==> src/rtl/cfa_pkg.sv <==
// ----------------------------------------------------------------------------
// cfa_pkg: shared types and constants of the camera frame assembler
// Holds the opcodes, the trailer marker bytes, the capture length reset value
// and the item and result records passed between the top level and the
// frame controller.
// ----------------------------------------------------------------------------
`default_nettype none

package cfa_pkg;

    // Opcodes of an input item
    localparam logic [1:0] OP_DATA   = 2'd0;
    localparam logic [1:0] OP_RETURN = 2'd1;
    localparam logic [1:0] OP_CLEAR  = 2'd2;

    // Trailer: four marker bytes and one final byte
    localparam int unsigned TRAILER_LEN = 5;
    localparam logic [7:0]  MARKER_0    = 8'hAA;
    localparam logic [7:0]  MARKER_1    = 8'h11;
    localparam logic [7:0]  MARKER_2    = 8'hCC;
    localparam logic [7:0]  MARKER_3    = 8'hEE;

    localparam logic [23:0] CAPTURE_LENGTH_RESET = 24'd1310725;

    typedef struct packed {
        logic [1:0]  opcode;
        logic [7:0]  data_byte;
        logic        chunk_first;
        logic        chunk_last;
        logic [23:0] chunk_length;
    } t_item;

    typedef struct packed {
        logic        write_enable;
        logic [1:0]  write_slot;
        logic [23:0] write_offset;
        logic [7:0]  write_data;
        logic        frame_done;
        logic [1:0]  done_slot;
        logic [31:0] dropped_count;
        logic [2:0]  free_slots;
    } t_result;

endpackage

`default_nettype wire

==> src/rtl/camera_frame_assembler.sv <==
// ----------------------------------------------------------------------------
// camera_frame_assembler: frame assembly from chunked byte transfers
// Registers each input item, runs it through the frame controller and
// holds the result in an output register until the consumer takes it.
//
//   channel | direction | handshake           | payload
//   --------+-----------+---------------------+------------------------------
//   input   | in        | i_valid / o_stall   | opcode, byte, chunk flags/len
//   output  | out       | o_valid / i_stall   | write, release, counters
//   config  | in        | i_cfg_wr_en         | capture length (24 bits)
//
// One item per clock sustained while i_stall is low; input register, then
// result register; the single-pass controller between them sets the rate.
// Reset is synchronous and takes effect at once; there is no clearing pass.
// A stalled result holds in the output register while the input register
// takes one more item; o_stall then rises until the result is taken.
// ----------------------------------------------------------------------------
`default_nettype none

module camera_frame_assembler
    import cfa_pkg::*;
#(
    parameter int SLOTS = 4
) (
    input  wire logic        i_clk,
    input  wire logic        i_rst_n,

    input  wire logic        i_cfg_wr_en,
    input  wire logic [23:0] i_cfg_wr_data,

    input  wire logic        i_valid,
    output logic             o_stall,
    input  wire logic [1:0]  i_opcode,
    input  wire logic [7:0]  i_data_byte,
    input  wire logic        i_chunk_first,
    input  wire logic        i_chunk_last,
    input  wire logic [23:0] i_chunk_length,

    output logic             o_valid,
    input  wire logic        i_stall,
    output logic             o_write_enable,
    output logic [1:0]       o_write_slot,
    output logic [23:0]      o_write_offset,
    output logic [7:0]       o_write_data,
    output logic             o_frame_done,
    output logic [1:0]       o_done_slot,
    output logic [31:0]      o_dropped_count,
    output logic [2:0]       o_free_slots
);

    logic [23:0] r_capture_length;
    logic        r_in_valid;
    t_item       r_item;
    logic        r_out_valid;
    t_result     r_result;
    t_result     step_result;
    logic        advance;
    logic        in_take;

    // Advance the registered item when the result register is free or being taken
    assign advance = r_in_valid && (!r_out_valid || !i_stall);
    assign o_stall = r_in_valid && r_out_valid && i_stall;
    assign in_take = i_valid && !o_stall;

    // Capture length register
    always_ff @(posedge i_clk) begin
        if (!i_rst_n) begin
            r_capture_length <= CAPTURE_LENGTH_RESET;
        end else if (i_cfg_wr_en) begin
            r_capture_length <= i_cfg_wr_data;
        end
    end

    // Input register
    always_ff @(posedge i_clk) begin
        if (!i_rst_n) begin
            r_in_valid <= 1'b0;
        end else if (in_take) begin
            r_in_valid <= 1'b1;
        end else if (advance) begin
            r_in_valid <= 1'b0;
        end
    end

    always_ff @(posedge i_clk) begin
        if (in_take) begin
            r_item.opcode       <= i_opcode;
            r_item.data_byte    <= i_data_byte;
            r_item.chunk_first  <= i_chunk_first;
            r_item.chunk_last   <= i_chunk_last;
            r_item.chunk_length <= i_chunk_length;
        end
    end

    cfa_frame_ctrl #(
        .SLOTS (SLOTS)
    ) u_ctrl (
        .i_clk            (i_clk),
        .i_rst_n          (i_rst_n),
        .i_fire           (advance),
        .i_item           (r_item),
        .i_capture_length (r_capture_length),
        .o_result         (step_result)
    );

    // Result register: load on advance, drop after transfer
    always_ff @(posedge i_clk) begin
        if (!i_rst_n) begin
            r_out_valid <= 1'b0;
        end else if (advance) begin
            r_out_valid <= 1'b1;
        end else if (!i_stall) begin
            r_out_valid <= 1'b0;
        end
    end

    always_ff @(posedge i_clk) begin
        if (advance) begin
            r_result <= step_result;
        end
    end

    assign o_valid         = r_out_valid;
    assign o_write_enable  = r_result.write_enable;
    assign o_write_slot    = r_result.write_slot;
    assign o_write_offset  = r_result.write_offset;
    assign o_write_data    = r_result.write_data;
    assign o_frame_done    = r_result.frame_done;
    assign o_done_slot     = r_result.done_slot;
    assign o_dropped_count = r_result.dropped_count;
    assign o_free_slots    = r_result.free_slots;

endmodule

`default_nettype wire

==> src/rtl/cfa_frame_ctrl.sv <==
// ----------------------------------------------------------------------------
// cfa_frame_ctrl: frame state and per-item decision logic
// Keeps the byte count, slot ring, free slot count, drop counter and the
// last five bytes. Computes the result of one item in a single pass and
// commits the new state on the cycle the item advances.
// ----------------------------------------------------------------------------
`default_nettype none

module cfa_frame_ctrl
    import cfa_pkg::*;
#(
    parameter int SLOTS = 4
) (
    input  wire logic        i_clk,
    input  wire logic        i_rst_n,
    input  wire logic        i_fire,
    input  wire t_item       i_item,
    input  wire logic [23:0] i_capture_length,
    output t_result          o_result
);

    localparam int SW = (SLOTS > 1) ? $clog2(SLOTS) : 1;
    localparam int FW = $clog2(SLOTS + 1);

    // State
    logic [23:0]   r_rcvd,   n_rcvd;
    logic [SW-1:0] r_slot,   n_slot;
    logic [FW-1:0] r_free,   n_free;
    logic [31:0]   r_drop,   n_drop;
    logic          r_accept, n_accept;
    logic [7:0]    r_recent [TRAILER_LEN];
    logic [7:0]    n_recent [TRAILER_LEN];

    // Intermediate values
    logic [24:0]   fit_sum;
    logic          chunk_ok;
    logic          accept_eff;
    logic          drop_first;
    logic [23:0]   rcvd_base;
    logic          do_write;
    logic [23:0]   rcvd_after;
    logic          marker_hit;
    logic          frame_rel;
    logic [SW+1:0] slot_ext;
    logic [SW+1:0] done_ext;
    logic [FW+2:0] free_ext;

    always_comb begin
        n_rcvd     = r_rcvd;
        n_slot     = r_slot;
        n_free     = r_free;
        n_drop     = r_drop;
        n_accept   = r_accept;
        n_recent   = r_recent;
        fit_sum    = {1'b0, r_rcvd} + {1'b0, i_item.chunk_length};
        chunk_ok   = (r_free != '0) && (fit_sum <= {1'b0, i_capture_length});
        accept_eff = 1'b0;
        drop_first = 1'b0;
        rcvd_base  = r_rcvd;
        do_write   = 1'b0;
        rcvd_after = r_rcvd;
        marker_hit = 1'b0;
        frame_rel  = 1'b0;

        case (i_item.opcode)
            OP_DATA: begin
                // Admit or reject the chunk at its first byte
                accept_eff = i_item.chunk_first ? chunk_ok : r_accept;
                drop_first = i_item.chunk_first && !chunk_ok;
                rcvd_base  = drop_first ? 24'd0 : r_rcvd;

                // Store the byte while the frame has room
                do_write   = accept_eff && (rcvd_base < i_capture_length);
                rcvd_after = do_write ? rcvd_base + 24'd1 : rcvd_base;
                if (do_write) begin
                    for (int k = TRAILER_LEN - 1; k > 0; k--) begin
                        n_recent[k] = r_recent[k-1];
                    end
                    n_recent[0] = i_item.data_byte;
                end
                n_rcvd   = rcvd_after;
                n_accept = accept_eff;
                if (drop_first) begin
                    n_drop = r_drop + 32'd1;
                end

                // Check the trailer at the chunk end
                marker_hit = (n_recent[4] == MARKER_0) && (n_recent[3] == MARKER_1) &&
                             (n_recent[2] == MARKER_2) && (n_recent[1] == MARKER_3);
                if (i_item.chunk_last) begin
                    if (accept_eff && rcvd_after >= 24'(TRAILER_LEN) && marker_hit) begin
                        if (rcvd_after == i_capture_length) begin
                            frame_rel = 1'b1;
                            if (r_free != '0) begin
                                n_free = r_free - FW'(1);
                            end
                            n_slot = (r_slot == SW'(SLOTS - 1)) ? '0 : r_slot + SW'(1);
                            n_rcvd = 24'd0;
                        end else if (rcvd_after == 24'(TRAILER_LEN)) begin
                            n_rcvd = 24'd0;
                        end else begin
                            n_drop = r_drop + 32'd1;
                            n_rcvd = 24'd0;
                        end
                    end
                    n_accept = 1'b0;
                end
            end
            OP_RETURN: begin
                // Return a slot, saturating at the ring size
                if (r_free < FW'(SLOTS)) begin
                    n_free = r_free + FW'(1);
                end
            end
            OP_CLEAR: begin
                n_drop = 32'd0;
            end
            default: begin
            end
        endcase

        // Assemble the result, masked to field widths
        slot_ext = {2'b00, (do_write  ? r_slot : SW'(0))};
        done_ext = {2'b00, (frame_rel ? r_slot : SW'(0))};
        free_ext = {3'b000, n_free};
        o_result.write_enable  = do_write;
        o_result.write_slot    = slot_ext[1:0];
        o_result.write_offset  = do_write ? rcvd_base : 24'd0;
        o_result.write_data    = do_write ? i_item.data_byte : 8'd0;
        o_result.frame_done    = frame_rel;
        o_result.done_slot     = done_ext[1:0];
        o_result.dropped_count = n_drop;
        o_result.free_slots    = free_ext[2:0];
    end

    // Commit state when the item advances
    always_ff @(posedge i_clk) begin
        if (!i_rst_n) begin
            r_rcvd   <= 24'd0;
            r_slot   <= '0;
            r_free   <= FW'(SLOTS);
            r_drop   <= 32'd0;
            r_accept <= 1'b0;
            for (int k = 0; k < TRAILER_LEN; k++) begin
                r_recent[k] <= 8'd0;
            end
        end else if (i_fire) begin
            r_rcvd   <= n_rcvd;
            r_slot   <= n_slot;
            r_free   <= n_free;
            r_drop   <= n_drop;
            r_accept <= n_accept;
            r_recent <= n_recent;
        end
    end

`ifndef SYNTHESIS
    a_free_bound: assert property (@(posedge i_clk) disable iff (!i_rst_n)
        r_free <= FW'(SLOTS))
        else $error("free slot count above ring size");

    a_slot_bound: assert property (@(posedge i_clk) disable iff (!i_rst_n)
        r_slot <= SW'(SLOTS - 1))
        else $error("current slot outside ring");

    a_release_no_drop: assert property (@(posedge i_clk) disable iff (!i_rst_n)
        i_fire && o_result.frame_done |=> r_drop == $past(r_drop))
        else $error("frame released and dropped in one step");

    a_release_resets_count: assert property (@(posedge i_clk) disable iff (!i_rst_n)
        i_fire && o_result.frame_done |=> r_rcvd == 24'd0 && !r_accept)
        else $error("byte count not cleared after release");
`endif

endmodule

`default_nettype wire
==> config.mk <==
export PLATFORM = sky130hd
export DESIGN_NAME = camera_frame_assembler
export DESIGN_NICKNAME = d
export VERILOG_FILES = /design/src/rtl/cfa_pkg.sv /design/src/rtl/camera_frame_assembler.sv /design/src/rtl/cfa_frame_ctrl.sv
export SDC_FILE = /design/constraint.sdc
export NUM_CORES = 1
export LEC_CHECK = 0
export BUFFER_PORTS_ARGS = -buffer_cell sky130_fd_sc_hd__buf_2
export CAP_MARGIN = 40
export CORE_MARGIN = 2
export CORE_UTILIZATION = 42
export DETAILED_ROUTE_END_ITERATION = 6
export GPL_TIMING_DRIVEN = 0
export SYNTH_ARGS = -nofsm -noshare
export SYNTH_HDL_FRONTEND = slang
export SYNTH_SLANG_ARGS = --single-unit
==> constraint.sdc <==
create_clock -name i_clk -period 8.1 [get_ports i_clk]
set_input_delay 0.405 -clock i_clk [delete_from_list [all_inputs] [get_ports i_clk]]
set_output_delay 0.405 -clock i_clk [all_outputs]
set_load 0.05 [all_outputs]
### After elaboration in Yosys (flattened, before gate mapping)

Index checks and enable logic that the tools add are counted.
Widths: inputs -> output; s select.

* register bits: 237
* logic and storage cells: 101

* $lt $le $gt $ge: 4
* reductions and logical operators: 23
* add/subtract/negate cells: 6
* muxes and demuxes: 31
* equal/unequal tests: 11

Operators with widths (number)
* $mux 32: 5
* $mux 24: 5
* $mux 40: 2
* $pmux 32 s2: 1
* $add 32x1->32 const B: 1
* $add 24x24->25: 1
* $le 25x24->1: 1
* $add 24x1->24 const B: 1
* $eq 24x24->1: 1
* $eq 24x3->1 const B: 1
* $eq 8x8->1 const B: 3
* $ge 24x3->1 const B: 1
* $lt 24x24->1: 1
* $mux 3: 5
* $logic_and 1x1->1: 12
* $mux 1: 11
* $eq 8x5->1 const B: 1
* $pmux 3 s2: 1
* $reduce_and 5->1: 1
* $eq 2x2->1 const B: 2
* $logic_not 1->1: 4
* $ne 2x1->1 const B: 2
* $add 3x1->3 const B: 1
* $lt 3x3->1 const B: 1
* 10 further kinds: 10

### Longest topological paths before layout

* depth after elaboration: 18
* mapped depth: 49
* depth with buffers taken out: 41

### Cells and area by module

Synthesis repeated with hierarchy kept, for this count alone.

* cell total of the unflattened synthesis: 1682
* area total of the unflattened synthesis: 14704.1 µm²

By module, submodules not included
* cfa_frame_ctrl: area an instance 10431.3 µm², instances 1, seq. area each 2042.0 µm², cells an instance 1488
* camera_frame_assembler: area an instance 4272.8 µm², instances 1, seq. area each 3793.6 µm², cells an instance 194

### Worst setup path before layout

No wires, ideal clock.

* path kind: register -> register
* start: reg r_item[1] (netlist bit)
* end: reg r_result (netlist bit o_dropped_count[9]) (data pin)
* path slack: -641 ps
* setup time: 254 ps
* data arrival time: 8487 ps
* period minus slack after synthesis: 8741 ps
* stages on the path, launching flop included: 48
* cell sequence: edfxtp_1 > ha_1 > a21o_1 > a21oi_1 > o21bai_1 > a21oi_1 > o21bai_1 > a21oi_1 > o21bai_1 > a21oi_1 > o21ai_0 > a41oi_1 > a211oi_1 > a21oi_1 > o21ai_0 > a21oi_1 > xnor2_1 > ha_1 > [12 not listed] > nand4_1 > or2_2 > o31a_1 > o211ai_1 > nor2_1 > and3_1 > nor2_2 > buf_2 > nor3_1 > a211o_1 > a32o_1 > nor4_2 > nand4_1 > and2_1 > buf_2 > buf_2 > a32o_1 > a21o_1

RTL lines
* start: declaration: line camera_frame_assembler.sv:53 `t_item r_item;`
* end signal: assignment: line camera_frame_assembler.sv:119 `r_result <= step_result;`
* end: declaration: line camera_frame_assembler.sv:55 `t_result r_result;`

==> flow_summary.html <==
<table>
<tr><th>Metric</th><th>Value</th></tr>
<tr><th colspan="2">Run</th></tr>
<tr><td>Max-cap violations</td><td>0</td></tr>
<tr><th colspan="2">Drt</th></tr>
<tr><td>Number of DRC violations after detailed-routing iteration 0</td><td>1500</td></tr>
<tr><td>Number of iterations in the first detailed-routing pass</td><td>6</td></tr>
<tr><td>Wire length per cell after detailed routing</td><td>22.9 µm</td></tr>
<tr><td>Residual DRC</td><td>0</td></tr>
<tr><td>Routed wire length</td><td>approximately 56000 µm</td></tr>
<tr><td>Detailed-route vias per instance</td><td>between 6 and 7</td></tr>
<tr><td>Routed vias</td><td>roughly 15000</td></tr>
<tr><td>Number of nets with antenna violations after detailed routing</td><td>0</td></tr>
<tr><th colspan="2">Synth</th></tr>
<tr><td>Net Count, Synth</td><td>about 1800</td></tr>
<tr><td>Top area cells in the synthesized netlist</td><td>sky130_fd_sc_hd__edfxtp_1, sky130_fd_sc_hd__dfxtp_1, sky130_fd_sc_hd__ha_1</td></tr>
<tr><td>Most used standard cells in the synthesized netlist</td><td>sky130_fd_sc_hd__nand2_1, sky130_fd_sc_hd__nor2_1, sky130_fd_sc_hd__dfxtp_1</td></tr>
<tr><td>Yosys top cell by area</td><td>sky130_fd_sc_hd__edfxtp_1</td></tr>
<tr><td>Count of warnings emitted by yosys</td><td>0</td></tr>
<tr><td>Mapped Cells</td><td>about 1600</td></tr>
<tr><td>Distinct cell type count of the synthesized netlist</td><td>between 90 and 100</td></tr>
<tr><td>Main synth FF type</td><td>sky130_fd_sc_hd__dfxtp_1</td></tr>
<tr><td>Top-area cell type share of the netlist area</td><td>between 20% and 30%</td></tr>
<tr><td>Cell area after technology mapping</td><td>between 0.01 and 0.015 mm²</td></tr>
<tr><td>Sequential share of the synthesized area</td><td>between 40% and 50%</td></tr>
<tr><td>FF+latch count, synth</td><td>237</td></tr>
<tr><td>Post-Synthesis Mean Instance Area</td><td>around 8.7 µm²</td></tr>
<tr><td>Async set-or-reset flop fraction in the synthesized netlist</td><td>0%</td></tr>
<tr><td>Number of synthesized flops with an enable pin</td><td>109</td></tr>
<tr><td>Most repeated cell in the gate-level netlist after synthesis</td><td>sky130_fd_sc_hd__nand2_1</td></tr>
<tr><th colspan="2">Worst hold path</th></tr>
<tr><td>Cell count of the worst hold path</td><td>1</td></tr>
<tr><td>Min-Delay Endpoint</td><td>r_item[24]</td></tr>
<tr><td>Hold WC Path Type</td><td>input port to register</td></tr>
<tr><td>Critical hold path startpoint</td><td>i_chunk_last</td></tr>
<tr><th colspan="2">Pwr</th></tr>
<tr><td>Cell internal pwr</td><td>between 2 and 2.5 mW</td></tr>
<tr><td>Sequential group share of total power</td><td>between 40% and 50%</td></tr>
<tr><td>Leak pwr</td><td>7.78 nW</td></tr>
<tr><td>Fraction of power consumed by combinational cells</td><td>a little under a fifth</td></tr>
<tr><td>Worst vdd ir</td><td>around 150 µV</td></tr>
<tr><td>P_sw</td><td>0.911 mW</td></tr>
<tr><td>Switching Fraction</td><td>roughly 29%</td></tr>
<tr><td>Clk network pwr share</td><td>40.5%</td></tr>
<tr><td>Power per cell area</td><td>155 mW/mm²</td></tr>
<tr><th colspan="2">Critical path</th></tr>
<tr><td>Endpoint of the worst register-to-register path</td><td>o_dropped_count[9]</td></tr>
<tr><td>Worst Setup Start Kind</td><td>register</td></tr>
<tr><td>Worst setup slack for register-to-register paths</td><td>-1.21 ns</td></tr>
<tr><td>Number of cells traversed by the worst register-to-register path</td><td>50</td></tr>
<tr><td>Critical path fanouts, max</td><td>10</td></tr>
<tr><td>Dominant cell type by count on the critical path</td><td>sky130_fd_sc_hd__a21oi_2</td></tr>
<tr><td>Slowest stage cell on the critical path</td><td>sky130_fd_sc_hd__edfxtp_1</td></tr>
<tr><td>Required time of the critical path</td><td>between 8 and 9 ns</td></tr>
<tr><td>Setup crit end kind</td><td>register</td></tr>
<tr><td>Classification of the worst setup path</td><td>register to register</td></tr>
<tr><td>Slowest Stage Delay on Critical Path</td><td>roughly 0.4 ns</td></tr>
<tr><td>Launch instance of the worst register-to-register path</td><td>r_item[1]</td></tr>
<tr><td>Data arrival time of the critical path</td><td>between 9 and 10 ns</td></tr>
<tr><th colspan="2">Finish</th></tr>
<tr><td>Area of all placed cells without fillers</td><td>0.0205 mm²</td></tr>
<tr><td>Layout Area Growth over Synthesis</td><td>42.2%</td></tr>
<tr><td>Fraction of final layout cells with drive strength greater than 1</td><td>33.6%</td></tr>
<tr><td>Final Non-Filler Cells</td><td>2450</td></tr>
<tr><td>Final net count</td><td>~2100</td></tr>
<tr><th colspan="2">GRT</th></tr>
<tr><td>Total routing usage reported by global routing</td><td>29.5%</td></tr>
<tr><td>Total congestion overflow</td><td>0</td></tr>
<tr><td>Pin count of the biggest net entering global routing</td><td>42</td></tr>
<tr><td>First-pass GRT wire length</td><td>roughly 81000 µm</td></tr>
<tr><td>Vias in the first global route</td><td>between 10000 and 15000</td></tr>
<tr><td>Number of antenna violations at the first check in global routing</td><td>1</td></tr>
<tr><th colspan="2">Die</th></tr>
<tr><td>Starting density of the core</td><td>a little over two fifths</td></tr>
<tr><td>Die span in x</td><td>approximately 190 µm</td></tr>
<tr><td>Area of the core</td><td>0.0336 mm²</td></tr>
<tr><td>Number of ports placed on the die boundary</td><td>140</td></tr>
<tr><td>Floorplan die height</td><td>approximately 190 µm</td></tr>
<tr><td>Count of standard-cell rows</td><td>67</td></tr>
<tr><td>Area of the die</td><td>around 0.036 mm²</td></tr>
<tr><th colspan="2">Timing</th></tr>
<tr><td>RSZ-0062 raised after global routing</td><td>yes</td></tr>
<tr><td>Final number of hold-violating endpoints</td><td>0</td></tr>
<tr><td>Highest Clock Rate</td><td>roughly 110 MHz</td></tr>
<tr><td>Headroom to the max-slew limit</td><td>roughly 22%</td></tr>
<tr><td>Post-layout minimum cycle time</td><td>9.31 ns</td></tr>
<tr><td>Slew at the pin with the worst max-slew slack</td><td>between 1 and 1.5 ns</td></tr>
<tr><td>Clock skew after layout</td><td>between 0.015 and 0.02 ns</td></tr>
<tr><td>Setup Viol. Count Final</td><td>115</td></tr>
<tr><td>Count of final max-slew check failures</td><td>0</td></tr>
<tr><td>Final Cycle Share</td><td>115%</td></tr>
<tr><td>Setup slack of the critical path after layout</td><td>-1.21 ns</td></tr>
<tr><th colspan="2">Placed design</th></tr>
<tr><td>Input/output buffers</td><td>137</td></tr>
<tr><td>Number of cells after detailed placement</td><td>between 2000 and 2500</td></tr>
<tr><td>Post-placement cell area</td><td>about 0.016 mm²</td></tr>
<tr><td>Placed wire-length estimate</td><td>38700 µm</td></tr>
<tr><td>Gp weighted congestion</td><td>between 0.9 and 1</td></tr>
<tr><th colspan="2">Clock tree</th></tr>
<tr><td>Max Buffers Root-to-Sink</td><td>3</td></tr>
<tr><td>CTS tree</td><td>yes</td></tr>
<tr><td>Sinks on the clock net</td><td>237</td></tr>
<tr><td>Clock latency on the worst-skew pair</td><td>between 0.5 and 0.6 ns</td></tr>
<tr><td>Number of buffers created by CTS</td><td>27</td></tr>
<tr><td>CTS clk-pin slew, worst paths</td><td>0.06 ns</td></tr>
<tr><td>Root Driver</td><td>sky130_fd_sc_hd__clkbuf_16</td></tr>
<tr><td>CTS H-Tree Depth</td><td>1</td></tr>
<tr><th colspan="2">Outcome</th></tr>
<tr><td>Failing checks</td><td>setup timing</td></tr>
<tr><td>Result of the run</td><td>complete, but fails checks</td></tr>
</table>
[cell type report]
type | instances | area, µm²
repair buffers | 308 | 2470
clock buffers | 36 | 759
diodes | 1 | 2.50
inverters | 81 | 313
clock inverters | 14 | 176
plain buffers | 95 | 777
multi-input cells | 1230 | 9560
fillers | 2874 | 13200
flip-flops and latches | 237 | 5840
well taps | 448 | 561
[critical path, delay by kind of cell (launching register included)]
family	cells	cell delay [ns]
fa+ha+maj	3	0.83
xor+xnor	1	0.17
simple gates	14	2.51
buf+inv	10	1.49
flops	1	0.40
compound gates	22	3.65
[sequential cells by signal, indices dropped and copies added, names as in the netlist, 2 cells and up]
| register | flops |
|---|---|
| r_item | 36 |
| u_ctrl.r_recent | 40 |
| o_write_data | 8 |
| u_ctrl.r_drop | 32 |
| r_capture_length | 24 |
| o_dropped_count | 32 |
| u_ctrl.r_rcvd | 24 |
| u_ctrl.r_free | 3 |
| u_ctrl.r_slot | 2 |
| o_write_offset | 24 |
| o_write_slot | 2 |
| o_done_slot | 2 |
| o_free_slots | 3 |
[power by group through the flow]
stage          sequential, mW  combinational (mW)  clock (mW)
2_1_floorplan            1.39               0.205           0
3_3_place_gp             1.34               0.395           0
3_5_place_dp             1.34               0.401           0
4_1_cts                  1.31               0.487        1.31
5_1_grt                  1.31               0.605        1.35
6_report                 1.31               0.579        1.29
[per-stage QoR]
| stage | util (%) | setup WS [ns] | setup TNS, ns | power (mW) | hold slack (ns) |
|---|---|---|---|---|---|
| final | 60.8 | -1.21 | -101.78 | 3.18 | 0.0126 |
| after global routing | 60.8 | -1.51 | -147.05 | 3.27 | 0.00855 |
| after CTS | 55.0 | -0.960 | -76.82 | 3.11 | 0.000717 |
| after detailed placement | 47.2 | -2.90 | -327.75 | 1.74 | 0.448 |
| after global placement | 47.1 | -2.96 | -332.74 | 1.73 | 0.438 |
| after floorplan | - | 0.000122 | 0 | 1.60 | 0.431 |
[cell families after synthesis]
group / Yosys count / share of synthesized area, %
simple gates: 656 / 22.2
compound gates: 414 / 19.9
flops: 237 / 40.6
buf+inv: 178 / 5.02
fa+ha+maj: 78 / 6.82
xor+xnor: 51 / 3.39
mux: 31 / 2.16
[per-layer routing]
layer | vias up | GRT usage (%) | wire length, µm
met5 | - | 0 | 0
met3 | 102 | 6.95 | 5520
met2 | 793 | 44.3 | 24700
met4 | 0 | 9.98 | 1530
met1 | 7146 | 41.7 | 24300
li1 | 6797 | - | -
[how the worst max path moves through the flow]
stage	to	cells after the start	slack (ns)	start
3_3_place_gp	o_dropped_count[4]	46	-2.96	u_ctrl.r_rcvd[1]
4_1_cts	o_dropped_count[9]	48	-0.96	r_item[1]
5_1_grt	o_dropped_count[9]	45	-1.51	r_item[1]
2_1_floorplan	o_dropped_count[9]	48	0.0001	r_item[1]
6_report	o_dropped_count[9]	50	-1.21	r_item[1]
3_5_place_dp	o_dropped_count[4]	46	-2.90	u_ctrl.r_rcvd[1]
[cells in the final DEF, fill, tap and decap left out, types with 24 or more instances in the layout]
| master | count |
|---|---|
| sky130_fd_sc_hd__nand4_1 | 32 |
| sky130_fd_sc_hd__nor2_1 | 119 |
| sky130_fd_sc_hd__ha_1 | 70 |
| sky130_fd_sc_hd__a21oi_2 | 43 |
| sky130_fd_sc_hd__and3_1 | 41 |
| sky130_fd_sc_hd__o31ai_1 | 24 |
| sky130_fd_sc_hd__buf_6 | 36 |
| sky130_fd_sc_hd__buf_4 | 106 |
| sky130_fd_sc_hd__clkbuf_16 | 39 |
| sky130_fd_sc_hd__clkbuf_1 | 53 |
| sky130_fd_sc_hd__xnor2_1 | 38 |
| sky130_fd_sc_hd__nand2_1 | 172 |
| sky130_fd_sc_hd__nand3_1 | 70 |
| sky130_fd_sc_hd__o21ai_1 | 25 |
| sky130_fd_sc_hd__edfxtp_1 | 109 |
| sky130_fd_sc_hd__o21ai_0 | 28 |
| sky130_fd_sc_hd__buf_2 | 137 |
| sky130_fd_sc_hd__dfxtp_1 | 125 |
| sky130_fd_sc_hd__a21oi_1 | 68 |
| sky130_fd_sc_hd__mux2i_1 | 28 |
| sky130_fd_sc_hd__inv_1 | 66 |
[what timing repair did]
action	in CTS	in global routing
resized for setup	164	365
gates cloned	2	13
endpoints found under the setup margin	174	174
endpoints found under the hold margin	22	0
pin swaps	69	164
hold buffers	22	0
buffers inserted	92	48
No activity file was read; power rests on OpenSTA's default activity.
